File: src/rtl/core/alsfc_pkg.sv
// alsfc_pkg: shared widths, codes and constants of the lip-sync frame coder
package alsfc_pkg;

    // field widths
    localparam int SAMPLE_W = 16;
    localparam int MAG_W    = 16;
    localparam int ENERGY_W = 26;
    localparam int CODE_W   = 4;
    localparam int MOUTH_W  = 2;
    localparam int BROW_W   = 7;
    localparam int BLINK_W  = 6;

    // frame length limits
    localparam int MAX_FRAME_SAMPLES = 1024;
    localparam int CNT_W             = $clog2(MAX_FRAME_SAMPLES);
    localparam int LEN_W             = CNT_W + 1;

    // configuration port
    localparam int CFG_IDX_W  = 2;
    localparam int CFG_DATA_W = 11;
    localparam int SPF_W      = 11;

    localparam logic [CFG_IDX_W-1:0] CFG_SPF    = 2'd0;
    localparam logic [CFG_IDX_W-1:0] CFG_STEREO = 2'd1;
    localparam logic [CFG_IDX_W-1:0] CFG_PASS   = 2'd2;

    localparam logic [SPF_W-1:0] SPF_RESET = 11'd735;

    // pass modes
    localparam logic PASS_MEASURE  = 1'b0;
    localparam logic PASS_GENERATE = 1'b1;

    // mouth levels
    localparam logic [MOUTH_W-1:0] MOUTH_CLOSED = 2'd0;
    localparam logic [MOUTH_W-1:0] MOUTH_HALF   = 2'd1;
    localparam logic [MOUTH_W-1:0] MOUTH_OPEN   = 2'd2;

    // brow counter and blink cycle
    localparam logic signed [BROW_W-1:0] BROW_RESET = BROW_W'(-30);
    localparam logic signed [BROW_W-1:0] BROW_WRAP  = BROW_W'(-50);
    localparam logic signed [BROW_W-1:0] BROW_LIMIT = BROW_W'(50);

    localparam logic [BLINK_W-1:0] BLINK_PERIOD    = BLINK_W'(45);
    localparam logic [BLINK_W-1:0] BLINK_ON_FRAMES = BLINK_W'(2);

    localparam logic [CODE_W-1:0] BROW_CODE_OFS  = CODE_W'(6);
    localparam logic [CODE_W-1:0] BLINK_CODE_OFS = CODE_W'(3);

    // x/5 as multiply by reciprocal, exact for 24-bit x
    localparam int RECIP_IN_W = ENERGY_W - 2;
    localparam int RECIP_W    = 32;
    localparam int RECIP_SH   = 34;
    localparam logic [RECIP_W-1:0] DIV5_RECIP = 32'hCCCC_CCCD;
    localparam int RECIP_PROD_W = RECIP_IN_W + RECIP_W;

    // energy scaled by 20 or 19 for the open test
    localparam int SCALED_W = ENERGY_W + 5;

    // control from the configuration registers
    typedef struct packed {
        logic pass_mode;
        logic clear_frame;
        logic clear_loudest;
    } alsfc_ctrl_t;

endpackage

File: src/rtl/core/audio_lip_sync_frame_coder_core.sv
// audio_lip_sync_frame_coder_core: top level of the lip-sync frame coder
//
//   channel   direction  handshake           payload
//   in        input      in_valid/in_stall   left_sample, right_sample
//   out       output     out_valid/out_stall frame_code, mouth_level,
//                                            frame_energy, loudest_energy
//   cfg       input      cfg_write           cfg_index, cfg_data
//
// One sample item is taken per cycle while in_stall is low; three register stages
// (sample magnitude, frame accumulator, result) carry it. The divide by 20 of the
// loudest energy runs through one registered reciprocal multiply.
// Reset is asynchronous, active low, and loads the documented register values.
// A stalled result holds in the result register while samples keep entering;
// stall reaches the input only when a frame end meets full frame stages.
module audio_lip_sync_frame_coder_core (
    input  logic                                   clk,
    input  logic                                   rst_n,
    input  logic                                   in_valid,
    output logic                                   in_stall,
    input  logic signed [alsfc_pkg::SAMPLE_W-1:0]  left_sample,
    input  logic signed [alsfc_pkg::SAMPLE_W-1:0]  right_sample,
    output logic                                   out_valid,
    input  logic                                   out_stall,
    output logic [alsfc_pkg::CODE_W-1:0]           frame_code,
    output logic [alsfc_pkg::MOUTH_W-1:0]          mouth_level,
    output logic [alsfc_pkg::ENERGY_W-1:0]         frame_energy,
    output logic [alsfc_pkg::ENERGY_W-1:0]         loudest_energy,
    input  logic                                   cfg_write,
    input  logic [alsfc_pkg::CFG_IDX_W-1:0]        cfg_index,
    input  logic [alsfc_pkg::CFG_DATA_W-1:0]       cfg_data
);

    // configuration registers
    logic [alsfc_pkg::SPF_W-1:0]          spf_reg;
    logic                                 stereo_reg;
    logic                                 pass_reg;

    // sample stage
    logic                                 s1_valid_reg;
    logic [alsfc_pkg::MAG_W-1:0]          s1_mag_reg;

    logic signed [alsfc_pkg::SAMPLE_W:0]  pair_sum;
    logic signed [alsfc_pkg::SAMPLE_W:0]  sample_sel;
    logic [alsfc_pkg::SAMPLE_W:0]         sample_abs;
    logic                                 in_take;
    logic                                 mag_take;
    logic                                 pass_write;
    alsfc_pkg::alsfc_ctrl_t               ctrl;

    logic                                 frame_valid;
    logic [alsfc_pkg::ENERGY_W-1:0]       frame_sum;
    logic                                 frame_take;

    // configuration writes
    always_ff @(posedge clk or negedge rst_n)
    begin
        if (!rst_n)
        begin
            spf_reg    <= alsfc_pkg::SPF_RESET;
            stereo_reg <= 1'b0;
            pass_reg   <= alsfc_pkg::PASS_MEASURE;
        end
        else if (cfg_write)
        begin
            case (cfg_index)
                alsfc_pkg::CFG_SPF:    spf_reg    <= cfg_data[alsfc_pkg::SPF_W-1:0];
                alsfc_pkg::CFG_STEREO: stereo_reg <= cfg_data[0];
                alsfc_pkg::CFG_PASS:   pass_reg   <= cfg_data[0];
                default:               ;
            endcase
        end
    end

    // pass write clears frame state, measure also clears loudest
    assign pass_write         = cfg_write && (cfg_index == alsfc_pkg::CFG_PASS);
    assign ctrl.pass_mode     = pass_reg;
    assign ctrl.clear_frame   = pass_write;
    assign ctrl.clear_loudest = pass_write && (cfg_data[0] == alsfc_pkg::PASS_MEASURE);

    // stereo average truncated toward zero, then magnitude
    always_comb
    begin
        pair_sum   = $signed({left_sample[alsfc_pkg::SAMPLE_W-1], left_sample})
                   + $signed({right_sample[alsfc_pkg::SAMPLE_W-1], right_sample});
        if (stereo_reg)
            sample_sel = (pair_sum + $signed({{alsfc_pkg::SAMPLE_W{1'b0}},
                                               pair_sum[alsfc_pkg::SAMPLE_W]})) >>> 1;
        else
            sample_sel = $signed({left_sample[alsfc_pkg::SAMPLE_W-1], left_sample});
        sample_abs = sample_sel[alsfc_pkg::SAMPLE_W] ? 17'(-sample_sel) : 17'(sample_sel);
    end

    // sample stage handshake
    assign in_stall = s1_valid_reg && !mag_take;
    assign in_take  = in_valid && !in_stall;

    always_ff @(posedge clk or negedge rst_n)
    begin
        if (!rst_n)
            s1_valid_reg <= 1'b0;
        else if (in_take)
            s1_valid_reg <= 1'b1;
        else if (mag_take)
            s1_valid_reg <= 1'b0;
    end

    always_ff @(posedge clk)
    begin
        if (in_take)
            s1_mag_reg <= sample_abs[alsfc_pkg::MAG_W-1:0];
    end

    // frame accumulation
    alsfc_accum u_accum (
        .clk               (clk),
        .rst_n             (rst_n),
        .ctrl              (ctrl),
        .samples_per_frame (spf_reg),
        .mag_valid         (s1_valid_reg),
        .mag               (s1_mag_reg),
        .mag_take          (mag_take),
        .frame_valid       (frame_valid),
        .frame_energy      (frame_sum),
        .frame_take        (frame_take)
    );

    // per-frame update and result register
    alsfc_frame_unit u_frame (
        .clk          (clk),
        .rst_n        (rst_n),
        .ctrl         (ctrl),
        .frame_valid  (frame_valid),
        .frame_energy (frame_sum),
        .frame_take   (frame_take),
        .out_valid    (out_valid),
        .out_stall    (out_stall),
        .frame_code   (frame_code),
        .mouth_level  (mouth_level),
        .energy_out   (frame_energy),
        .loudest_out  (loudest_energy)
    );

endmodule

File: src/rtl/core/alsfc_accum.sv
// alsfc_accum: sample counter, frame energy accumulator and frame register
module alsfc_accum (
    input  logic                                 clk,
    input  logic                                 rst_n,
    input  alsfc_pkg::alsfc_ctrl_t               ctrl,
    input  logic [alsfc_pkg::SPF_W-1:0]          samples_per_frame,
    input  logic                                 mag_valid,
    input  logic [alsfc_pkg::MAG_W-1:0]          mag,
    output logic                                 mag_take,
    output logic                                 frame_valid,
    output logic [alsfc_pkg::ENERGY_W-1:0]       frame_energy,
    input  logic                                 frame_take
);

    logic [alsfc_pkg::CNT_W-1:0]    count_reg;
    logic [alsfc_pkg::ENERGY_W-1:0] acc_reg;
    logic                           fv_reg;
    logic [alsfc_pkg::ENERGY_W-1:0] fe_reg;

    logic [alsfc_pkg::LEN_W-1:0]    len_eff;
    logic [alsfc_pkg::LEN_W-1:0]    count_inc;
    logic [alsfc_pkg::ENERGY_W-1:0] acc_sum;
    logic                           frame_end;
    logic                           frame_ready;

    // effective frame length, zero acts as one, clamp at the maximum
    always_comb
    begin
        if (samples_per_frame == '0)
            len_eff = alsfc_pkg::LEN_W'(1);
        else if (32'(samples_per_frame) > alsfc_pkg::MAX_FRAME_SAMPLES)
            len_eff = alsfc_pkg::LEN_W'(alsfc_pkg::MAX_FRAME_SAMPLES);
        else
            len_eff = alsfc_pkg::LEN_W'(samples_per_frame);
    end

    // end of frame and accumulation
    assign count_inc   = {1'b0, count_reg} + alsfc_pkg::LEN_W'(1);
    assign frame_end   = (count_inc >= len_eff);
    assign acc_sum     = acc_reg + alsfc_pkg::ENERGY_W'(mag);
    assign frame_ready = !fv_reg || frame_take;
    assign mag_take    = mag_valid && (!frame_end || frame_ready);

    // counter and accumulator
    always_ff @(posedge clk or negedge rst_n)
    begin
        if (!rst_n)
        begin
            count_reg <= '0;
            acc_reg   <= '0;
        end
        else if (ctrl.clear_frame)
        begin
            count_reg <= '0;
            acc_reg   <= '0;
        end
        else if (mag_take)
        begin
            if (frame_end)
            begin
                count_reg <= '0;
                acc_reg   <= '0;
            end
            else
            begin
                count_reg <= count_inc[alsfc_pkg::CNT_W-1:0];
                acc_reg   <= acc_sum;
            end
        end
    end

    // frame item valid
    always_ff @(posedge clk or negedge rst_n)
    begin
        if (!rst_n)
            fv_reg <= 1'b0;
        else if (mag_take && frame_end)
            fv_reg <= 1'b1;
        else if (frame_take)
            fv_reg <= 1'b0;
    end

    // frame energy payload
    always_ff @(posedge clk)
    begin
        if (mag_take && frame_end)
            fe_reg <= acc_sum;
    end

    assign frame_valid  = fv_reg;
    assign frame_energy = fe_reg;

endmodule

File: src/rtl/core/alsfc_frame_unit.sv
// alsfc_frame_unit: per-frame mouth, brow and blink update and result register
module alsfc_frame_unit (
    input  logic                                 clk,
    input  logic                                 rst_n,
    input  alsfc_pkg::alsfc_ctrl_t               ctrl,
    input  logic                                 frame_valid,
    input  logic [alsfc_pkg::ENERGY_W-1:0]       frame_energy,
    output logic                                 frame_take,
    output logic                                 out_valid,
    input  logic                                 out_stall,
    output logic [alsfc_pkg::CODE_W-1:0]         frame_code,
    output logic [alsfc_pkg::MOUTH_W-1:0]        mouth_level,
    output logic [alsfc_pkg::ENERGY_W-1:0]       energy_out,
    output logic [alsfc_pkg::ENERGY_W-1:0]       loudest_out
);

    // frame state
    logic [alsfc_pkg::ENERGY_W-1:0]       loudest_reg;
    logic [alsfc_pkg::ENERGY_W-1:0]       last_reg;
    logic [alsfc_pkg::ENERGY_W-1:0]       peak_reg;
    logic [alsfc_pkg::MOUTH_W-1:0]        mouth_reg;
    logic [alsfc_pkg::MOUTH_W-1:0]        shown_reg;
    logic signed [alsfc_pkg::BROW_W-1:0]  brow_reg;
    logic [alsfc_pkg::BLINK_W-1:0]        blink_reg;
    logic [alsfc_pkg::ENERGY_W-1:0]       delta_reg;

    // result register
    logic                                 ov_reg;
    logic [alsfc_pkg::CODE_W-1:0]         code_reg;
    logic [alsfc_pkg::MOUTH_W-1:0]        mouth_out_reg;
    logic [alsfc_pkg::ENERGY_W-1:0]       energy_reg;
    logic [alsfc_pkg::ENERGY_W-1:0]       loud_out_reg;

    // next values
    logic [alsfc_pkg::ENERGY_W-1:0]       loudest_next;
    logic [alsfc_pkg::ENERGY_W-1:0]       peak_next;
    logic [alsfc_pkg::MOUTH_W-1:0]        mouth_next;
    logic [alsfc_pkg::MOUTH_W-1:0]        shown_next;
    logic signed [alsfc_pkg::BROW_W-1:0]  brow_next;
    logic [alsfc_pkg::BLINK_W-1:0]        blink_next;
    logic [alsfc_pkg::CODE_W-1:0]         code_next;
    logic [alsfc_pkg::ENERGY_W-1:0]       delta_next;

    // intermediates
    logic [alsfc_pkg::RECIP_PROD_W-1:0]   recip_prod;
    logic [alsfc_pkg::ENERGY_W-1:0]       low;
    logic [alsfc_pkg::ENERGY_W:0]         last_plus;
    logic [alsfc_pkg::MOUTH_W-1:0]        m_rise;
    logic [alsfc_pkg::MOUTH_W-1:0]        m_open;
    logic [alsfc_pkg::MOUTH_W-1:0]        m_close;
    logic [alsfc_pkg::ENERGY_W-1:0]       pk_max;
    logic [alsfc_pkg::SCALED_W-1:0]       tot20;
    logic [alsfc_pkg::SCALED_W-1:0]       pk19;
    logic signed [alsfc_pkg::BROW_W-1:0]  brow_sum;
    logic [alsfc_pkg::BLINK_W-1:0]        blink_inc;
    logic                                 blink;
    logic                                 out_ready;

    // delta = loudest / 20 as (loudest / 4) / 5, registered after the multiply
    assign recip_prod = alsfc_pkg::RECIP_PROD_W'(loudest_reg[alsfc_pkg::ENERGY_W-1:2]) *
                        alsfc_pkg::RECIP_PROD_W'(alsfc_pkg::DIV5_RECIP);
    assign delta_next = alsfc_pkg::ENERGY_W'(
                            recip_prod[alsfc_pkg::RECIP_PROD_W-1:alsfc_pkg::RECIP_SH]);
    assign low        = loudest_reg >> 2;

    // handshake
    assign out_ready  = !ov_reg || !out_stall;
    assign frame_take = frame_valid && out_ready;

    // mouth state update
    always_comb
    begin
        last_plus = {1'b0, last_reg} + {1'b0, delta_reg};
        m_rise    = ({1'b0, frame_energy} > last_plus) ? alsfc_pkg::MOUTH_HALF : mouth_reg;
        pk_max    = (m_rise == alsfc_pkg::MOUTH_HALF && frame_energy > peak_reg)
                    ? frame_energy : peak_reg;
        tot20     = (alsfc_pkg::SCALED_W'(frame_energy) << 4)
                    + (alsfc_pkg::SCALED_W'(frame_energy) << 2);
        pk19      = (alsfc_pkg::SCALED_W'(pk_max) << 4)
                    + (alsfc_pkg::SCALED_W'(pk_max) << 1)
                    + alsfc_pkg::SCALED_W'(pk_max);
        m_open    = (m_rise == alsfc_pkg::MOUTH_HALF && tot20 > pk19)
                    ? alsfc_pkg::MOUTH_OPEN : m_rise;
        if (frame_energy < (pk_max >> 1))
        begin
            m_close   = alsfc_pkg::MOUTH_CLOSED;
            peak_next = '0;
        end
        else
        begin
            m_close   = m_open;
            peak_next = pk_max;
        end
        mouth_next = (frame_energy < low && m_close == alsfc_pkg::MOUTH_OPEN)
                     ? alsfc_pkg::MOUTH_HALF : m_close;
    end

    // display smoothing, brow, blink and frame code
    always_comb
    begin
        if (mouth_next == alsfc_pkg::MOUTH_CLOSED && shown_reg == alsfc_pkg::MOUTH_OPEN)
            shown_next = alsfc_pkg::MOUTH_HALF;
        else if (mouth_next == alsfc_pkg::MOUTH_OPEN && shown_reg == alsfc_pkg::MOUTH_CLOSED)
            shown_next = alsfc_pkg::MOUTH_HALF;
        else
            shown_next = mouth_next;

        brow_sum  = brow_reg + $signed({{(alsfc_pkg::BROW_W - alsfc_pkg::MOUTH_W){1'b0}},
                                        shown_next});
        brow_next = (brow_sum > alsfc_pkg::BROW_LIMIT) ? alsfc_pkg::BROW_WRAP : brow_sum;

        blink      = (blink_reg < alsfc_pkg::BLINK_ON_FRAMES);
        blink_inc  = blink_reg + alsfc_pkg::BLINK_W'(1);
        blink_next = (blink_inc >= alsfc_pkg::BLINK_PERIOD) ? '0 : blink_inc;

        code_next = alsfc_pkg::CODE_W'(shown_next)
                    + ((brow_next != '0) ? alsfc_pkg::BROW_CODE_OFS : '0)
                    + (blink ? alsfc_pkg::BLINK_CODE_OFS : '0);
    end

    // loudest frame in measure pass
    assign loudest_next = (frame_energy > loudest_reg) ? frame_energy : loudest_reg;

    // divider register
    always_ff @(posedge clk)
    begin
        delta_reg <= delta_next;
    end

    // loudest register
    always_ff @(posedge clk or negedge rst_n)
    begin
        if (!rst_n)
            loudest_reg <= '0;
        else if (ctrl.clear_loudest)
            loudest_reg <= '0;
        else if (frame_take && ctrl.pass_mode == alsfc_pkg::PASS_MEASURE)
            loudest_reg <= loudest_next;
    end

    // generate-pass frame state
    always_ff @(posedge clk or negedge rst_n)
    begin
        if (!rst_n)
        begin
            last_reg  <= '0;
            peak_reg  <= '0;
            mouth_reg <= alsfc_pkg::MOUTH_CLOSED;
            shown_reg <= alsfc_pkg::MOUTH_CLOSED;
            brow_reg  <= alsfc_pkg::BROW_RESET;
            blink_reg <= '0;
        end
        else if (ctrl.clear_frame)
        begin
            last_reg  <= '0;
            peak_reg  <= '0;
            mouth_reg <= alsfc_pkg::MOUTH_CLOSED;
            shown_reg <= alsfc_pkg::MOUTH_CLOSED;
            brow_reg  <= alsfc_pkg::BROW_RESET;
            blink_reg <= '0;
        end
        else if (frame_take && ctrl.pass_mode == alsfc_pkg::PASS_GENERATE)
        begin
            last_reg  <= frame_energy;
            peak_reg  <= peak_next;
            mouth_reg <= mouth_next;
            shown_reg <= shown_next;
            brow_reg  <= brow_next;
            blink_reg <= blink_next;
        end
    end

    // result valid
    always_ff @(posedge clk or negedge rst_n)
    begin
        if (!rst_n)
            ov_reg <= 1'b0;
        else if (frame_take)
            ov_reg <= 1'b1;
        else if (!out_stall)
            ov_reg <= 1'b0;
    end

    // result payload
    always_ff @(posedge clk)
    begin
        if (frame_take)
        begin
            energy_reg <= frame_energy;
            if (ctrl.pass_mode == alsfc_pkg::PASS_MEASURE)
            begin
                code_reg      <= '0;
                mouth_out_reg <= alsfc_pkg::MOUTH_CLOSED;
                loud_out_reg  <= loudest_next;
            end
            else
            begin
                code_reg      <= code_next;
                mouth_out_reg <= shown_next;
                loud_out_reg  <= loudest_reg;
            end
        end
    end

    assign out_valid   = ov_reg;
    assign frame_code  = code_reg;
    assign mouth_level = mouth_out_reg;
    assign energy_out  = energy_reg;
    assign loudest_out = loud_out_reg;

endmodule
File: config.mk
export PLATFORM = sky130hd
export DESIGN_NAME = audio_lip_sync_frame_coder_core
export DESIGN_NICKNAME = d
export VERILOG_FILES = /design/src/rtl/core/alsfc_pkg.sv /design/src/rtl/core/audio_lip_sync_frame_coder_core.sv /design/src/rtl/core/alsfc_accum.sv /design/src/rtl/core/alsfc_frame_unit.sv
export SDC_FILE = /design/constraint.sdc
export NUM_CORES = 1
export LEC_CHECK = 0
export BUFFER_PORTS_ARGS = -buffer_cell sky130_fd_sc_hd__buf_2
export CAP_MARGIN = 10
export CORE_ASPECT_RATIO = 0.8
export CORE_UTILIZATION = 65
export DETAILED_ROUTE_END_ITERATION = 10
export PLACE_DENSITY = 0.83
export SYNTH_ARGS = -nofsm -noshare
export SYNTH_HDL_FRONTEND = slang
export SYNTH_SLANG_ARGS = --single-unit
File: constraint.sdc
create_clock -name clk -period 18.3 [get_ports clk]
set_clock_uncertainty 0.15 [all_clocks]
set_input_delay 2.745 -clock clk [delete_from_list [all_inputs] [get_ports clk]]
set_output_delay 2.745 -clock clk [all_outputs]
set_load 0.005 [all_outputs]
==> out/qor.csv <==
metric;value;unit
crit_path_start_kind;flip-flop;
path_class;reg2reg;
synthCells;2889;
synth_warnings;0;
netlist.area_leader.share;21.6;%
fmax;63.5;MHz
numPortBuffers;109;
synthDistinctLibCells;93;
crit_top_cell;ha_1;
dieWidth;237;um
dp_hpwl;61500;um
status;finished clean;
grt_pass1_wl;127000;um
ys_ff_latch;269;
dieArea;0.0449;mm^2
h-tree-depth;1;
cts_sinks;269;
synth_top_family_by_area;adder cells;
timing.final.crit_share;86.1;%
die_h;190;um
drive_above_1_share;9.36;%
drc;0;
grt-ovfl-total;0;
place_congestion;0.998;
synth_mux_area_share;2.51;%
finalSetupTns;0;ns
nNetsFinal;3765;
clockBufferDepth;3;
tritoncts;done;
syn_area_per_cell;9.91;um^2
critPathCaptureType;flip-flop;
hold_violations;0;
vias_per_cell;6.36;
syn_nets;3632;
tightest_slew;1.21;ns
yosys.area.top_type;ha_1;
synth_edf_count;100;
netlist_area;0.0286;mm^2
period_minus_slack;15.75;ns
synth_compound_area_share;15.3;%
diodes;0;
synth_xor_area_share;5.38;%
ctsResizeCount;0;
synth_ff_type;dfrtp_1;
first_pass_iters;5;
routed_wl;78900;um
rows;68;
crit_arrival;15.96;ns
groute.usage.overall;36.2;%
clkTransAtPathRegs;0.06;ns
core_area;0.0433;mm^2
cts_buffers;30;
grt_max_degree;93;
cpPeakStageDelay;0.60;ns
drtIter0Drc;2102;
ios;110;
hold_path.class;reg2reg;
yosys.area_share.adder;35.5;%
async_flop_share;54.6;%
rsz0062_at_grt;false;
path_delay_family;compound AO/OA/AOI/OAI gates;
start_util;66.1;%
final_cell_mix;495 x ha_1, 408 x inv_1, 198 x fa_1, 146 x nor2_1, 141 x nand2_1;
synthSimpleGateAreaFrac;10.3;%
setup_violations;0;
clock-root-buffer;clkbuf_16;
max_slew_margin;19.3;%
ys_top_cells_by_area;ha_1 22%, fa_1 14%, dfrtp_1 12%;
antenna_found_initial;0;
final_common_cell;ha_1;
grt_pass1_vias;23200;
insertion_delay;0.61;ns
critical-path-slowest-cell;mux2i_1;
postRouteAntennaNets;0;
maxCapViolations;0;
wl_per_cell;21.9;um
yosysSeqAreaShare;24.9;%
area_growth;8.43;%
drv_slew;0;
cp_max_fo;26;
num_vias;22900;
crit_required;18.51;ns
cts-hold-fix-buffers;0;
cts_setup_buffers;0;
path_buf_inv;5;
## Yosys cell counts (all sizes together) (36+ instances only)
library cell	count
edfxtp	100
o21ai	111
clkbuf	37
a22o	72
a21oi	135
o21a	38
nor3	47
inv	411
nor2	147
xor2	67
nand3	58
nand2	141
dfrtp	136
ha	495
xnor2	109
nand4	36
fa	198
a21o	62
## worst paths after layout
path,startpoint,to,slack [ns],cells past startpoint
max,u_frame.last_reg[0],u_frame.frame_code[2],2.55,63
min reg2reg,u_frame.last_reg[5],u_frame.last_reg[5],0.34,2
min in group asynchronous,rst_n,u_frame.loudest_reg[19],2.12,1
min,u_frame.last_reg[5],u_frame.last_reg[5],0.34,2
max in group asynchronous,rst_n,u_accum.acc_reg[10],14.54,2
max reg2reg,u_frame.last_reg[0],u_frame.frame_code[2],2.55,63
## layout make-up
type / count / area, um^2
clock buffers: 38 / 811
clock inverters: 17 / 205
fillers: 3072 / 12300
inverters: 411 / 1540
multi-input cells: 2162 / 19800
flip-flops and latches: 269 / 7140
well taps: 560 / 701
repair buffers: 148 / 865
## routing by layer
layer	routed length, um	up-vias	GRT usage [%]
li1	-	10500	-
met1	33800	11200	51.0
met2	33800	1093	54.9
met3	9050	150	9.69
met4	2320	0	10.1
met5	0	-	0
## worst min-delay path, delay by kind of cell (launching register included)
kind               cells  cell delay, ns
AOI/OAI and AO/OA      1            0.06
and+or+nand+nor        1            0.05
DFF                    1            0.35
## stage by stage
step / cells / hold WS [ns] / util [%] / cell area, um^2 / worst slack [ns]
3_3_place_gp: 3548 / 0.317 / 69.3 / 30000 / 3.44
2_1_floorplan: 2889 / 0.302 / - / 28600 / 4.53
5_1_grt: 3605 / 0.373 / 71.7 / 31000 / 1.22
3_5_place_dp: 3548 / 0.332 / 69.3 / 30000 / 2.86
4_1_cts: 3603 / 0.347 / 71.6 / 31000 / 2.74
6_report: 3605 / 0.340 / 71.7 / 31000 / 2.55
## cells by family (layout without fill, tap and decap cells)
kind of cell,count (synthesis),in the layout
adder cells (fa/ha/maj),694,694
AO/OA/AOI/OAI,636,636
AND/OR/NAND/NOR,590,590
buffers and inverters,458,614
flip-flops,269,269
XOR/XNOR,176,176
multiplexers,66,66
Power is left out: the tool's default activity adds up to more than one toggle a clock period on the data nets, which glitch-free logic cannot reach.
